File: src/rtl/hvt_pkg.sv
// Shared constants, types and helpers of the homogeneous vertex transform unit.
// No dependencies.
package hvt_pkg;

	localparam int COORD_WIDTH = 32;
	localparam int FRAC_BITS   = 16;
	localparam int IO_W        = 32;
	localparam int PAIR_W      = 64;
	localparam int HALF_W      = 32;
	localparam int NUM_PAIRS   = 8;
	localparam int PAIR_IDX_W  = $clog2(NUM_PAIRS);
	localparam int CFG_IDX_W   = 8;
	localparam int NUM_ROWS    = 4;
	localparam int NUM_LANES   = 3;
	localparam int PROD_W      = 2 * COORD_WIDTH;
	localparam int ACC_W       = 2 * COORD_WIDTH + 3;
	localparam int MAG_W       = ACC_W;
	localparam int QUO_W       = COORD_WIDTH;
	localparam int REM_W       = MAG_W + QUO_W + 1;
	localparam int Q_DEPTH     = 2;
	localparam int Q_PTR_W     = $clog2(Q_DEPTH);
	localparam int Q_CNT_W     = $clog2(Q_DEPTH + 1);
	// start accepted to done sampled high
	localparam int LATENCY     = QUO_W + 7;

	localparam logic [PAIR_W-1:0] ONE_LO = PAIR_W'(1) << FRAC_BITS;
	localparam logic [PAIR_W-1:0] ONE_HI = PAIR_W'(1) << (HALF_W + FRAC_BITS);
	localparam logic [PAIR_W-1:0] COEF_RESET [NUM_PAIRS] = '{
		ONE_LO, '0, ONE_HI, '0, '0, ONE_LO, '0, ONE_HI
	};

	typedef enum logic {
		MODE_POINT  = 1'b0,
		MODE_VECTOR = 1'b1
	} mode_t;

	// one transformed row set on its way to the divider
	typedef struct packed {
		logic                            is_point;
		logic [NUM_ROWS-1:0][ACC_W-1:0]  acc;
	} q_item_t;

	function automatic logic [MAG_W-1:0] abs_acc(input logic [ACC_W-1:0] v);
		abs_acc = v[ACC_W-1] ? MAG_W'(-v) : MAG_W'(v);
	endfunction

endpackage

File: src/rtl/hvt_queue.sv
// Short queue between the multiply front end and the divide back end.
// Depends on hvt_pkg.
module hvt_queue (
	input  logic             clk,
	input  logic             arst_n,
	input  logic             push,
	input  hvt_pkg::q_item_t push_item,
	output logic             pop,
	output hvt_pkg::q_item_t pop_item,
	output logic             full
);

	hvt_pkg::q_item_t              mem_q [hvt_pkg::Q_DEPTH];
	logic [hvt_pkg::Q_PTR_W-1:0]   wr_q, rd_q;
	logic [hvt_pkg::Q_CNT_W-1:0]   cnt_q;

	// back end takes an entry whenever one is there
	assign pop      = (cnt_q != '0);
	assign pop_item = mem_q[rd_q];
	assign full     = (cnt_q == hvt_pkg::Q_CNT_W'(hvt_pkg::Q_DEPTH));

	always_ff @(posedge clk) begin
		if (push) mem_q[wr_q] <= push_item;
	end

	// pointers and fill count
	always_ff @(posedge clk or negedge arst_n) begin
		if (!arst_n) begin
			wr_q  <= '0;
			rd_q  <= '0;
			cnt_q <= '0;
		end else begin
			if (push) wr_q <= wr_q + 1'b1;
			if (pop)  rd_q <= rd_q + 1'b1;
			case ({push, pop})
				2'b10:   cnt_q <= cnt_q + 1'b1;
				2'b01:   cnt_q <= cnt_q - 1'b1;
				default: cnt_q <= cnt_q;
			endcase
		end
	end

endmodule

File: config.mk
export PLATFORM = sky130hd
export DESIGN_NAME = hvt_queue
export DESIGN_NICKNAME = d
export VERILOG_FILES = /design/src/rtl/hvt_pkg.sv /design/src/rtl/hvt_queue.sv
export SDC_FILE = /design/constraint.sdc
export NUM_CORES = 1
export LEC_CHECK = 0
export BUFFER_PORTS_ARGS = -buffer_cell sky130_fd_sc_hd__clkbuf_2
export CORE_UTILIZATION = 39
export DETAILED_ROUTE_END_ITERATION = 10
export PLACE_DENSITY = 0.69
export RECOVER_POWER = 50
export SLEW_MARGIN = 10
export SYNTH_ARGS = -nofsm -noshare
export SYNTH_HDL_FRONTEND = slang
export SYNTH_SLANG_ARGS = --single-unit
File: constraint.sdc
create_clock -name clk -period 17.3 [get_ports clk]
set_input_delay 1.73 -clock clk [delete_from_list [all_inputs] [get_ports clk]]
set_output_delay 1.73 -clock clk [all_outputs]
set_load 0.05 [all_outputs]
==> qor.yml <==
synth_cell_types: 14
die_h_um: 231
yosysMostFrequentCell: "edfxtp_1"
ys_ff_latch: 542
synth_fa_ha_area_frac: 0.000613
hold_violations: 0
ios: 543
drtPass1Iterations: 4
layout.nets: 1704
crit_path_top_delay_cell: "and2_0"
cts_tree: "yes"
dieArea_sq_um: 53300
power_leakage_nw: 9.55
placement.io_buffers: 542
synth_top_area_cell: "edfxtp_1"
max_freq_mhz: 113
synthXorXnorAreaFrac: 0.00215
overflow: 0
irDropWorstVdd_v: 0.000159
cp.arrival_ns: 9.01
cp-start-kind: "primary input"
synth_compound_area_frac: 0
routed_wl_um: 42400
vias_per_cell: 4.69
holdBufCountCts: 0
tightestPinTransition_ns: 4.19
synth_ff_type: "edfxtp_1"
grt_max_degree: 79
reg2reg_slack_ns: 9.41
violations: "capacitance limit, slew limit"
maxCapViolCount: 4
ys_seq_area_frac: 0.796
async_flop_share: 0.00738
finalSetupViolCount: 0
path_cells: "clkbuf_1 > and2_0 > clkbuf_1 > buf_4"
hold_path_class: "reg2reg"
setup-tns-final_ns: 0
dr_total_vias: 10100
crit_top_cell: "clkbuf_1"
post_cts_buffers: 0
power_mw: 5.02
rsz0062_at_grt: "no"
die_w_um: 231
powerDensity_nw_per_um2: 200
timing.final.crit_share: 0.510
grt_util_all_layers: 0.153
critical_path_class: "in2reg"
grt_pass1_vias: 10500
worst_r2r_startpoint: "wr_q"
cts.htree.levels: 2
crit_fanout: 76
cts_resized: 0
netlist_top_cells_area: "edfxtp_1 (79%), mux2_4 (15%), mux2_2 (3.8%)"
syn_inst: 853
worstPathRequired_ns: 17.48
synth_common_cells: "edfxtp_1 (538), mux2_4 (200), mux2_2 (69)"
relSlewSlack: -1.79
grt_pass1_wl_um: 61200
whs_path_depth: 1
synthMuxAreaShare: 0.185
mappedNetlistArea_sq_um: 20400
drc: 0
fin_hold_ws_ns: 0.497
rr_endpoint: "mem_q[1][236]"
yosys.area_share.simple: 0.00129
area_growth_pct: 23.1
clkTransAtPathRegs_ns: 0.06
avgSynthCellArea_sq_um: 23.9
layout_min_cycle_time_ns: 8.82
drt_iter0_drc: 586
dp_hpwl_um: 29500
routedWlPerCell_um: 19.7
min_from: "cnt_q[1]"
slew_violations: 227
clockBufferDepth: 3
slowest_delay_ns: 3.01
ff2ff_path_depth: 3
cts_made_buffers: 53
synth-edff-count: 538
rows: 83
yosysWarnings: 0
synth_fp_nets: 1126
netlist.area_leader.share: 0.791
synth_top_family_by_area: "multiplexers"
antenna_found_initial: 2
core_sq_um: 51500
clkSinkCount: 542
critPathCaptureType: "flip-flop"
whs_endpoint: "cnt_q[1]"
fin_skew_ns: 0.0109
start_util: 0.396
drive_above_1_share: 0.473
gp_congestion: 0.821
clk_latency_ns: 0.58
ant_nets: 0
status: "finished, violations left"
cts_root_buf: "clkbuf_16"
critical path, delay by kind of cell:
kind	cells	cell delay (ns)
AND/OR/NAND/NOR	1	3.01
buffers and inverters	3	4.02
registers in the layout, summed over array words and instances, names as in the netlist:
signal and cells:
cnt_q 2, mem_q 538, rd_q 1, wr_q 1
stage by stage:
step / worst slack [ns] / util / instance area (sq um) / cells
3_3_place_gp: 12.10 / 0.462 / 23800 / 2056
2_1_floorplan: 3.34 / - / 20400 / 853
5_1_grt: 7.79 / 0.488 / 25100 / 2153
4_1_cts: 11.50 / 0.493 / 25400 / 2153
3_5_place_dp: 12.08 / 0.462 / 23800 / 2056
6_report: 8.48 / 0.488 / 25100 / 2154
how the worst max path moves through the flow:
stage | start | to | slack, ns | cells past startpoint
after floorplan | push | mem_q[0][0] | 3.34 | 2
after detailed placement | push | mem_q[0][197] | 12.08 | 6
final | push | mem_q[1][236] | 8.48 | 4
after global routing | push | mem_q[1][133] | 7.79 | 4
after global placement | push | mem_q[0][200] | 12.10 | 6
after CTS | rd_q | pop_item[157] | 11.50 | 4
cell type report:
class / instances / area, sq um
fill: 4365 / 26400
tap: 680 / 851
inverter: 1 / 3.75
antenna: 1 / 2.50
multi-input combinational: 280 / 3860
clock buffer: 65 / 1390
clock inverter: 32 / 241
sequential: 542 / 16300
timing repair buffer: 553 / 2530
logic make-up (layout without fill, tap and decap cells):
group	Yosys count	after routing
multiplexers	269	269
flip-flops	542	542
XOR/XNOR	5	5
other	0	1
adder cells (fa/ha/maj)	1	1
AND/OR/NAND/NOR	5	5
buffers and inverters	31	651
metal layers:
layer  vias up  wire [um]  track usage
met3        68       4040       0.0599
met5         -         14            0
met1      5041      15900        0.174
met4         2       1080       0.0488
li1       4572          -            -
met2       412      21300        0.262
layout by cell type (no fill, tap or decap), drive strengths merged:
cell,netlist,layout
clkbuf,0,608
edfxtp,538,538
mux2,269,269
clkinv,0,25
buf,30,10
dfrtp,4,4
xor2,3,3
clkinvlp,0,3
bufinv,0,3
nor2,2,2
xnor2,2,2
inv,1,2
diode,0,1
nor2b,1,1
or2,1,1
and2,1,1
ha,1,1
report_power, final:
group	switching (mW)	internal (mW)
Combinational	1.47	0.624
Clock	0.465	0.616
Sequential	0.0842	1.75
(Power assumes the default switching activity.)
